File: src/hdl/wapmm_pkg.sv
// Shared widths, result kinds and defaults for the windowed average pace block.
// Used by the top level and by the serial divider; depends on nothing.
package wapmm_pkg;

  localparam int unsigned MIN_W          = 10;   // minutes field
  localparam int unsigned SEC_W          = 6;    // seconds field
  localparam int unsigned PACE_W         = 16;   // pace in seconds
  localparam int unsigned SUM_W          = 22;   // running window sum
  localparam int unsigned LEN_W          = 7;    // window length register
  localparam int unsigned KIND_W         = 2;    // result kind
  localparam int unsigned SEC_PER_MIN    = 60;
  localparam int unsigned WINDOW_MAX_DEF = 64;

  typedef enum logic [KIND_W-1:0] {
    KIND_AVG  = 2'd0,
    KIND_FAST = 2'd1,
    KIND_SLOW = 2'd2,
    KIND_ERR  = 2'd3
  } kind_e;

endpackage

File: src/hdl/wapmm_div.sv
// Restoring radix-2 divider: one quotient bit per cycle, unsigned operands.
// Used by the windowed average pace top level; widths default from wapmm_pkg.
module wapmm_div #(
  parameter int unsigned DIVIDEND_W = wapmm_pkg::SUM_W,
  parameter int unsigned DIVISOR_W  = wapmm_pkg::LEN_W
) (
  input  logic                  clk_i,
  input  logic                  rst_ni,
  input  logic                  start_i,
  input  logic [DIVIDEND_W-1:0] dividend_i,
  input  logic [DIVISOR_W-1:0]  divisor_i,
  output logic                  done_o,
  output logic [DIVIDEND_W-1:0] quotient_o
);

  localparam int unsigned CNT_W = $clog2(DIVIDEND_W + 1);

  logic                  busy_q, busy_d;
  logic                  done_q, done_d;
  logic [CNT_W-1:0]      cnt_q, cnt_d;
  logic [DIVIDEND_W-1:0] work_q, work_d;
  logic [DIVISOR_W-1:0]  rem_q, rem_d;
  logic [DIVISOR_W-1:0]  divisor_q, divisor_d;
  logic [DIVISOR_W:0]    rem_sh;
  logic [DIVISOR_W:0]    rem_diff;
  logic                  ge;

  // The dividend shifts out at the top while quotient bits shift in at the bottom.
  assign rem_sh   = {rem_q, work_q[DIVIDEND_W-1]};
  assign rem_diff = rem_sh - {1'b0, divisor_q};
  assign ge       = rem_sh >= {1'b0, divisor_q};

  always_comb begin
    busy_d    = busy_q;
    done_d    = 1'b0;
    cnt_d     = cnt_q;
    work_d    = work_q;
    rem_d     = rem_q;
    divisor_d = divisor_q;
    if (start_i) begin
      busy_d    = 1'b1;
      cnt_d     = CNT_W'(DIVIDEND_W);
      work_d    = dividend_i;
      rem_d     = '0;
      divisor_d = divisor_i;
    end else if (busy_q) begin
      work_d = {work_q[DIVIDEND_W-2:0], ge};
      rem_d  = ge ? rem_diff[DIVISOR_W-1:0] : rem_sh[DIVISOR_W-1:0];
      cnt_d  = cnt_q - CNT_W'(1);
      if (cnt_q == CNT_W'(1)) begin
        busy_d = 1'b0;
        done_d = 1'b1;
      end
    end
  end

  always_ff @(posedge clk_i or negedge rst_ni) begin
    if (!rst_ni) begin
      busy_q <= 1'b0;
      done_q <= 1'b0;
      cnt_q  <= '0;
    end else begin
      busy_q <= busy_d;
      done_q <= done_d;
      cnt_q  <= cnt_d;
    end
  end

  always_ff @(posedge clk_i) begin
    work_q    <= work_d;
    rem_q     <= rem_d;
    divisor_q <= divisor_d;
  end

  assign done_o     = done_q;
  assign quotient_o = work_q;

endmodule

File: src/hdl/windowed_average_pace_min_max.sv
// Windowed average pace with fastest and slowest average: top level.
// Depends on wapmm_pkg and instantiates the serial divider wapmm_div.
//
// Each input beat carries one pace as minutes and seconds. The block keeps
// the last window paces in a single-port-write, registered-read memory and a
// running sum; once a window is full every beat yields the truncated window
// average, and on a beat with tlast the fastest and slowest averages follow,
// the last of them with tlast, before the run starts over. A run that ends
// before its first full window gives one error beat instead. The block works
// on one beat at a time: it takes no new beat until the last one is through
// and all of its result beats are taken. A beat that yields a result waits
// for the bit-per-cycle divider over the running sum before its first result
// beat appears. Writing the window length also restarts the run. No clearing
// pass is needed after reset.
module windowed_average_pace_min_max #(
  parameter int unsigned WINDOW_MAX = wapmm_pkg::WINDOW_MAX_DEF
) (
  input  logic                          clk_i,
  input  logic                          rst_ni,
  // Window length register.
  input  logic                          cfg_we_i,
  input  logic [wapmm_pkg::LEN_W-1:0]   cfg_wdata_i,
  // Input beats.
  input  logic                          s_axis_tvalid,
  output logic                          s_axis_tready,
  input  logic [15:0]                   s_axis_tdata,  // [9:0] minutes, [15:10] seconds
  input  logic                          s_axis_tlast,  // last_record
  // Result beats.
  output logic                          m_axis_tvalid,
  input  logic                          m_axis_tready,
  output logic [15:0]                   m_axis_tdata,  // [15:0] pace_seconds
  output logic [1:0]                    m_axis_tuser,  // [1:0] result_kind
  output logic                          m_axis_tlast   // end_of_run
);

  localparam int unsigned LEN_W   = wapmm_pkg::LEN_W;
  localparam int unsigned SUM_W   = wapmm_pkg::SUM_W;
  localparam int unsigned PACE_W  = wapmm_pkg::PACE_W;
  localparam int unsigned MIN_W   = wapmm_pkg::MIN_W;
  localparam int unsigned SEC_W   = wapmm_pkg::SEC_W;
  localparam int unsigned SLOT_W  = $clog2(WINDOW_MAX);
  localparam int unsigned LEN_MAX = (1 << LEN_W) - 1;
  localparam int unsigned LEN_CAP = (WINDOW_MAX < LEN_MAX) ? WINDOW_MAX : LEN_MAX;
  localparam int unsigned CALC_W  = ((SLOT_W > LEN_W) ? SLOT_W : LEN_W) + 2;

  typedef enum logic [6:0] {
    ST_IDLE = 7'b0000001,
    ST_UPD  = 7'b0000010,
    ST_DIV  = 7'b0000100,
    ST_AVG  = 7'b0001000,
    ST_FAST = 7'b0010000,
    ST_SLOW = 7'b0100000,
    ST_ERR  = 7'b1000000
  } state_e;

  state_e               state_q, state_d;
  logic [LEN_W-1:0]     len_q, len_d;
  logic [SUM_W-1:0]     sum_q, sum_d;
  logic [LEN_W-1:0]     fill_q, fill_d;
  logic [SLOT_W-1:0]    slot_q, slot_d;
  logic [PACE_W-1:0]    fast_q, fast_d;
  logic [PACE_W-1:0]    slow_q, slow_d;
  logic                 out_valid_q, out_valid_d;
  logic [PACE_W-1:0]    out_pace_q, out_pace_d;
  wapmm_pkg::kind_e     out_kind_q, out_kind_d;
  logic                 out_last_q, out_last_d;
  logic [PACE_W-1:0]    pace_q, pace_d;
  logic                 last_q, last_d;

  logic [PACE_W-1:0]    store [WINDOW_MAX];
  logic [PACE_W-1:0]    rd_data_q;
  logic                 mem_we;

  logic [LEN_W-1:0]     eff_len;
  logic                 full;
  logic [LEN_W-1:0]     fill_after;
  logic [CALC_W-1:0]    old_calc;
  logic [SLOT_W-1:0]    old_addr;
  logic                 s_accept;
  logic                 m_accept;
  logic [MIN_W-1:0]     in_min;
  logic [SEC_W-1:0]     in_sec;
  logic [PACE_W-1:0]    in_pace;
  logic                 div_start;
  logic                 div_done;
  logic [SUM_W-1:0]     div_quot;
  logic [PACE_W-1:0]    avg;

  assign s_accept = s_axis_tvalid && s_axis_tready;
  assign m_accept = m_axis_tvalid && m_axis_tready;

  assign in_min  = s_axis_tdata[MIN_W-1:0];
  assign in_sec  = s_axis_tdata[MIN_W+SEC_W-1:MIN_W];
  assign in_pace = PACE_W'(in_min * PACE_W'(wapmm_pkg::SEC_PER_MIN)) + PACE_W'(in_sec);

  // A length of zero means one; lengths above the store depth are capped.
  always_comb begin
    if (len_q == '0) begin
      eff_len = LEN_W'(1);
    end else if (32'(len_q) > LEN_CAP) begin
      eff_len = LEN_W'(LEN_CAP);
    end else begin
      eff_len = len_q;
    end
  end

  assign full       = fill_q >= eff_len;
  assign fill_after = full ? fill_q : fill_q + LEN_W'(1);

  // Slot that leaves the window, wrapping around the ring.
  always_comb begin
    if (CALC_W'(slot_q) >= CALC_W'(eff_len)) begin
      old_calc = CALC_W'(slot_q) - CALC_W'(eff_len);
    end else begin
      old_calc = CALC_W'(slot_q) + CALC_W'(WINDOW_MAX) - CALC_W'(eff_len);
    end
  end
  assign old_addr = old_calc[SLOT_W-1:0];

  assign avg = div_quot[PACE_W-1:0];

  always_comb begin
    state_d     = state_q;
    len_d       = len_q;
    sum_d       = sum_q;
    fill_d      = fill_q;
    slot_d      = slot_q;
    fast_d      = fast_q;
    slow_d      = slow_q;
    out_valid_d = out_valid_q;
    out_pace_d  = out_pace_q;
    out_kind_d  = out_kind_q;
    out_last_d  = out_last_q;
    pace_d      = pace_q;
    last_d      = last_q;
    mem_we      = 1'b0;
    div_start   = 1'b0;

    unique case (state_q)
      ST_IDLE: begin
        if (s_accept) begin
          pace_d  = in_pace;
          last_d  = s_axis_tlast;
          state_d = ST_UPD;
        end
      end
      ST_UPD: begin
        // The leaving entry was read in the accept cycle and is in rd_data_q now.
        mem_we = 1'b1;
        sum_d  = sum_q - (full ? SUM_W'(rd_data_q) : '0) + SUM_W'(pace_q);
        fill_d = fill_after;
        slot_d = (32'(slot_q) == WINDOW_MAX - 1) ? '0 : slot_q + SLOT_W'(1);
        if (fill_after >= eff_len) begin
          div_start = 1'b1;
          state_d   = ST_DIV;
        end else if (last_q) begin
          out_valid_d = 1'b1;
          out_kind_d  = wapmm_pkg::KIND_ERR;
          out_pace_d  = '0;
          out_last_d  = 1'b1;
          sum_d       = '0;
          fill_d      = '0;
          slot_d      = '0;
          fast_d      = '1;
          slow_d      = '0;
          state_d     = ST_ERR;
        end else begin
          state_d = ST_IDLE;
        end
      end
      ST_DIV: begin
        if (div_done) begin
          if (avg < fast_q) fast_d = avg;
          if (avg > slow_q) slow_d = avg;
          out_valid_d = 1'b1;
          out_kind_d  = wapmm_pkg::KIND_AVG;
          out_pace_d  = avg;
          out_last_d  = 1'b0;
          state_d     = ST_AVG;
        end
      end
      ST_AVG: begin
        if (m_accept) begin
          if (last_q) begin
            out_kind_d = wapmm_pkg::KIND_FAST;
            out_pace_d = fast_q;
            out_last_d = 1'b0;
            state_d    = ST_FAST;
          end else begin
            out_valid_d = 1'b0;
            state_d     = ST_IDLE;
          end
        end
      end
      ST_FAST: begin
        if (m_accept) begin
          out_kind_d = wapmm_pkg::KIND_SLOW;
          out_pace_d = slow_q;
          out_last_d = 1'b1;
          state_d    = ST_SLOW;
        end
      end
      ST_SLOW: begin
        if (m_accept) begin
          out_valid_d = 1'b0;
          sum_d       = '0;
          fill_d      = '0;
          slot_d      = '0;
          fast_d      = '1;
          slow_d      = '0;
          state_d     = ST_IDLE;
        end
      end
      ST_ERR: begin
        if (m_accept) begin
          out_valid_d = 1'b0;
          state_d     = ST_IDLE;
        end
      end
      default: begin
        state_d     = ST_IDLE;
        out_valid_d = 1'b0;
      end
    endcase

    // A new window length restarts the run.
    if (cfg_we_i) begin
      len_d  = cfg_wdata_i;
      sum_d  = '0;
      fill_d = '0;
      slot_d = '0;
      fast_d = '1;
      slow_d = '0;
    end
  end

  always_ff @(posedge clk_i or negedge rst_ni) begin
    if (!rst_ni) begin
      state_q     <= ST_IDLE;
      len_q       <= LEN_W'(1);
      sum_q       <= '0;
      fill_q      <= '0;
      slot_q      <= '0;
      fast_q      <= '1;
      slow_q      <= '0;
      out_valid_q <= 1'b0;
    end else begin
      state_q     <= state_d;
      len_q       <= len_d;
      sum_q       <= sum_d;
      fill_q      <= fill_d;
      slot_q      <= slot_d;
      fast_q      <= fast_d;
      slow_q      <= slow_d;
      out_valid_q <= out_valid_d;
    end
  end

  always_ff @(posedge clk_i) begin
    out_pace_q <= out_pace_d;
    out_kind_q <= out_kind_d;
    out_last_q <= out_last_d;
    pace_q     <= pace_d;
    last_q     <= last_d;
  end

  // Window store: written in the update cycle, read in the accept cycle that comes before it.
  always_ff @(posedge clk_i) begin
    if (mem_we) begin
      store[slot_q] <= pace_q;
    end
    if (s_accept) begin
      rd_data_q <= store[old_addr];
    end
  end

  wapmm_div #(
    .DIVIDEND_W (SUM_W),
    .DIVISOR_W  (LEN_W)
  ) u_div (
    .clk_i      (clk_i),
    .rst_ni     (rst_ni),
    .start_i    (div_start),
    .dividend_i (sum_d),
    .divisor_i  (eff_len),
    .done_o     (div_done),
    .quotient_o (div_quot)
  );

  assign s_axis_tready = (state_q == ST_IDLE);
  assign m_axis_tvalid = out_valid_q;
  assign m_axis_tdata  = out_pace_q;
  assign m_axis_tuser  = out_kind_q;
  assign m_axis_tlast  = out_last_q;

`ifndef NO_ASSERTIONS
  a_no_input_while_result: assert property (@(posedge clk_i) disable iff (!rst_ni)
    !(s_axis_tready && m_axis_tvalid))
    else $error("input taken while a result beat is pending");

  a_accept_then_update: assert property (@(posedge clk_i) disable iff (!rst_ni)
    s_accept |=> (state_q == ST_UPD))
    else $error("accepted beat not followed by the update cycle");

  a_fill_bounded: assert property (@(posedge clk_i) disable iff (!rst_ni)
    fill_q <= eff_len)
    else $error("fill count exceeds the window length");

  a_slowest_ends_run: assert property (@(posedge clk_i) disable iff (!rst_ni)
    (m_axis_tvalid && (m_axis_tuser == wapmm_pkg::KIND_SLOW ||
                       m_axis_tuser == wapmm_pkg::KIND_ERR)) |-> m_axis_tlast)
    else $error("final result beat without end of run");

  a_avg_not_last: assert property (@(posedge clk_i) disable iff (!rst_ni)
    (m_axis_tvalid && m_axis_tlast) |-> (m_axis_tuser != wapmm_pkg::KIND_AVG))
    else $error("window average marked as end of run");
`endif

endmodule
File: config.mk
export PLATFORM = sky130hd
export DESIGN_NAME = windowed_average_pace_min_max
export DESIGN_NICKNAME = d
export VERILOG_FILES = /design/src/hdl/wapmm_pkg.sv /design/src/hdl/wapmm_div.sv /design/src/hdl/windowed_average_pace_min_max.sv
export SDC_FILE = /design/constraint.sdc
export NUM_CORES = 2
export LEC_CHECK = 0
export BUFFER_PORTS_ARGS = -buffer_cell sky130_fd_sc_hd__buf_2
export CORE_ASPECT_RATIO = 0.7
export CORE_MARGIN = 10
export CORE_UTILIZATION = 66
export DETAILED_ROUTE_END_ITERATION = 16
export GPL_TIMING_DRIVEN = 0
export MAX_ROUTING_LAYER = met4
export PLACE_DENSITY = 0.83
export SYNTH_ARGS = -nofsm -noshare
export SYNTH_HDL_FRONTEND = slang
export SYNTH_HIERARCHICAL = 1
export SYNTH_SLANG_ARGS = --single-unit
File: constraint.sdc
create_clock -name clk_i -period 9.1 [get_ports clk_i]
set_clock_uncertainty 0.15 [all_clocks]
set_input_delay 1.365 -clock clk_i [delete_from_list [all_inputs] [get_ports clk_i]]
set_output_delay 1.365 -clock clk_i [all_outputs]
set_load 0.02 [all_outputs]
==> impl_metrics.yaml <==
run_status:
  status: "finished clean"
place:
  dp.cells: 3867
  dp_hpwl_um: 87560
  place_ws_ns: 2.366
  portBuffers: 49
  gp_congestion: 1.032
worst_setup_path:
  cp_max_fo: 10
  cp_num_buf_inv: 3
  cp.arrival_ns: 7.21
  endpoint_kind: "flip-flop"
  startpoint_type: "flip-flop"
  crit_family: "compound AO/OA/AOI/OAI gates"
  crit_type: "flip-flop to flip-flop"
  critPathRequiredTime_ns: 9.39
  slowest_stage: "nor2_1"
  slowest_delay_ns: 0.58
final_layout:
  drive_gt1_frac: 0.2556
  instances_no_fill: 4069
  nNetsFinal: 3101
  syn_to_final_growth_pct: 12.65
yosys:
  synthMostInstantiatedCell: "edfxtp_1"
  yosys_warnings: 6
  synth_seq_cells: 1201
  synth.net_count: 2889
  synthTopCellsByArea: "edfxtp_1 (65%), mux4_2 (14%), dfrtp_1 (3.5%), ha_1 (2.5%), fa_1 (1.4%)"
  syn_avg_cell_area_um2: 18.78
  synth_top_area_share: 0.6495
  synth_edf_count: 1105
  yosys-top-cells-count: "edfxtp_1 (1105), mux4_2 (320), inv_1 (167)"
  yosysSeqAreaShare: 0.6963
  async_reset_ff_frac: 0.07410
  syn_inst: 2720
  synth_cell_types: 83
  ys.flop_type: "edfxtp_1"
  syn_area_um2: 51090
  yosys.area.top_type: "edfxtp_1"
detailed_routing:
  final_antenna_net_count: 0
  first_iter_violations: 4425
  viasPerCell: 7.130
  vias: 29010
  drt-total-wl_um: 138200
  wl_per_cell_um: 33.96
  firstDrtPassIters: 6
  route.detailed.drc: 0
power:
  p_sw_frac: 0.3186
  ir_drop_v: 0.0002841
  p_leak_nw: 19.65
  power_switching_w: 0.005294
  combPwrFrac: 0.309
  p_total_w: 0.01662
  clkPwrFrac: 0.276
  power_density_nw_per_um2: 288.7
  intPower_w: 0.01132
  seq_power_share: 0.415
die:
  die_w_um: 352.5
  initial_core_util: 0.6653
  ioPinCount: 50
  die-area_um2: 89110
  rows: 85
  core_area_um2: 76790
  dieHeight_um: 252.8
timing:
  timing.fmax_mhz: 144.5
  maxSlewViolCount: 0
  hold_viol: 0
  max_slew.worst_pin.slew_ns: 1.255
  layout_worst_path_cycle_share: 0.7605
  fin_ws_ns: 2.179
  min_period_ns: 6.921
  setup_viol_count_final: 0
  fin_setup_tns_ns: 0
  rsz0062_at_grt: "no"
  slew_headroom: 0.1636
clock_tree:
  htree_levels: 3
  cts_resized: 0
  cts_buffers: 105
  cts.hold.buffers_added: 0
  post_cts_buffers: 0
  clkLatencyLatePin_ns: 0.71
  cts-root-buf: "clkbuf_16"
  cts_buffer_depth: 3
  path_clk_slew_ns: 0.07
  cts_tree: "built"
  cts_sinks: 1201
flow_run:
  cap_violations: 0
grt:
  grt_max_degree: 47
  grt_pass1_wl_um: 201800
  first_global_vias: 29060
  antenna_found_initial: 6
  grt_util_all_layers: 0.3202
  overflow: 0
worst_hold_path:
  hold_class: "flip-flop to flip-flop"
[worst register-to-register path, cell delays in order (launching register included)]
cell       delay [ns]
dfrtp_1          0.42
nor3_1           0.18
a21oi_1          0.10
nor2_1           0.58
ha_1             0.37
nand2b_1         0.14
a21o_1           0.17
a21o_1           0.17
a21oi_1          0.14
o2111a_2         0.33
clkbuf_1         0.43
nor2b_1          0.10
ha_1             0.30
inv_1            0.06
ha_1             0.20
inv_1            0.08
fa_1             0.44
nand2b_1         0.20
a21oi_1          0.36
o2111ai_1        0.18
and4b_1          0.22
o31ai_1          0.52
a41oi_1          0.22
xnor2_1          0.16
a22o_1           0.20
mux2_2           0.26
[worst paths after layout]
kind	start	end	slack (ns)	depth (start not counted)
min in group asynchronous	rst_ni	len_q[1]$_DFFE_PN0P_	0.56	1
worst min-delay path	state_q[4]$_DFFE_PN0P_	state_q[6]$_DFFE_PN0P_	0.36	1
worst max-delay path	len_q[5]$_DFFE_PN0P_	u_div/quotient_o[18]$_DFFE_PP_	2.18	25
worst max register to register	len_q[5]$_DFFE_PN0P_	u_div/quotient_o[18]$_DFFE_PP_	2.18	25
max in group asynchronous	rst_ni	fast_q[3]$_DFFE_PN1P_	7.52	2
worst min register to register	state_q[4]$_DFFE_PN0P_	state_q[6]$_DFFE_PN0P_	0.36	1
[routing by layer]
layer,global-route usage,share of wire,vias to the layer above
met5,-,0,-
met3,0.08399,0.12,458
met2,0.4932,0.48,2290
li1,-,-,11350
met4,0.1176,0.044,0
met1,0.4159,0.35,14920
[power groups by stage]
stage	Combinational [W]	Clock [W]	Sequential, W
after global placement	0.00394	0	0.00741
after floorplan	0.00293	0	0.00711
after detailed placement	0.00486	0	0.00700
after CTS	0.00500	0.00459	0.00689
final	0.00513	0.00459	0.00690
after global routing	0.00538	0.00479	0.00692
[cells in the final DEF, fill, tap and decap left out, types with 16 or more instances in the layout]
cell          n
nor3_1       18
buf_2        78
clkinv_2     20
edfxtp_1   1105
dfrtp_1      71
fa_1         36
clkbuf_1     71
o22a_1       18
ha_1        104
clkbuf_16   109
buf_16       36
a211oi_1     22
mux4_2      320
a22o_1       27
dfstp_2      18
nand2b_1     20
nand2_1      65
clkinv_1     22
nand4_1      16
inv_1       167
a21o_1       26
nor2_2       59
a21oi_1      61
nor2b_1      44
nor2_1       66
o21ai_0      44
mux2i_1      20
mux2_2       28
xnor2_1      42
a222oi_1     16
buf_4        20
nand3_1      20
[logic make-up (layout without fill, tap and decap cells)]
| family | after synthesis | after routing | share of synthesized area |
|---|---|---|---|
| flops | 1201 | 1201 | 0.6963 |
| simple gates | 371 | 371 | 0.03622 |
| mux | 368 | 368 | 0.1512 |
| compound gates | 297 | 297 | 0.04225 |
| buf+inv | 286 | 586 | 0.02447 |
| fa+ha+maj | 140 | 140 | 0.03958 |
| xor+xnor | 57 | 57 | 0.01007 |
| other cells | 0 | 5 | 0 |
[metrics by stage]
| step | hold slack, ns | util | cell area, um2 |
|---|---|---|---|
| after floorplan | 0.3130 | - | 51090 |
| after global placement | 0.3540 | 0.6855 | 52640 |
| after detailed placement | 0.3482 | 0.7032 | 54000 |
| after CTS | 0.3558 | 0.7487 | 57490 |
| after global routing | 0.3824 | 0.7495 | 57550 |
| final | 0.3624 | 0.7495 | 57550 |
[state kept, by name, indices dropped and copies added (netlist names), 16 cells and up]
name and flops:
fast_q 16, m_axis_tdata 16, pace_q 16, rd_data_q 16, slow_q 16, store 1024
sum_q 22, u_div/quotient_o 22
[layout make-up]
| type | instances | area (um2) |
|---|---|---|
| clock buffer | 125 | 2798 |
| fill | 4111 | 19240 |
| buffer | 119 | 623.1 |
| timing repair buffer | 105 | 1495 |
| tap | 1044 | 1306 |
| antenna | 5 | 12.51 |
| inverter | 167 | 626.9 |
| multi-input combinational | 1233 | 14420 |
| sequential | 1201 | 35570 |
| clock inverter | 70 | 694.4 |
Power figures use the tool's default switching activity.
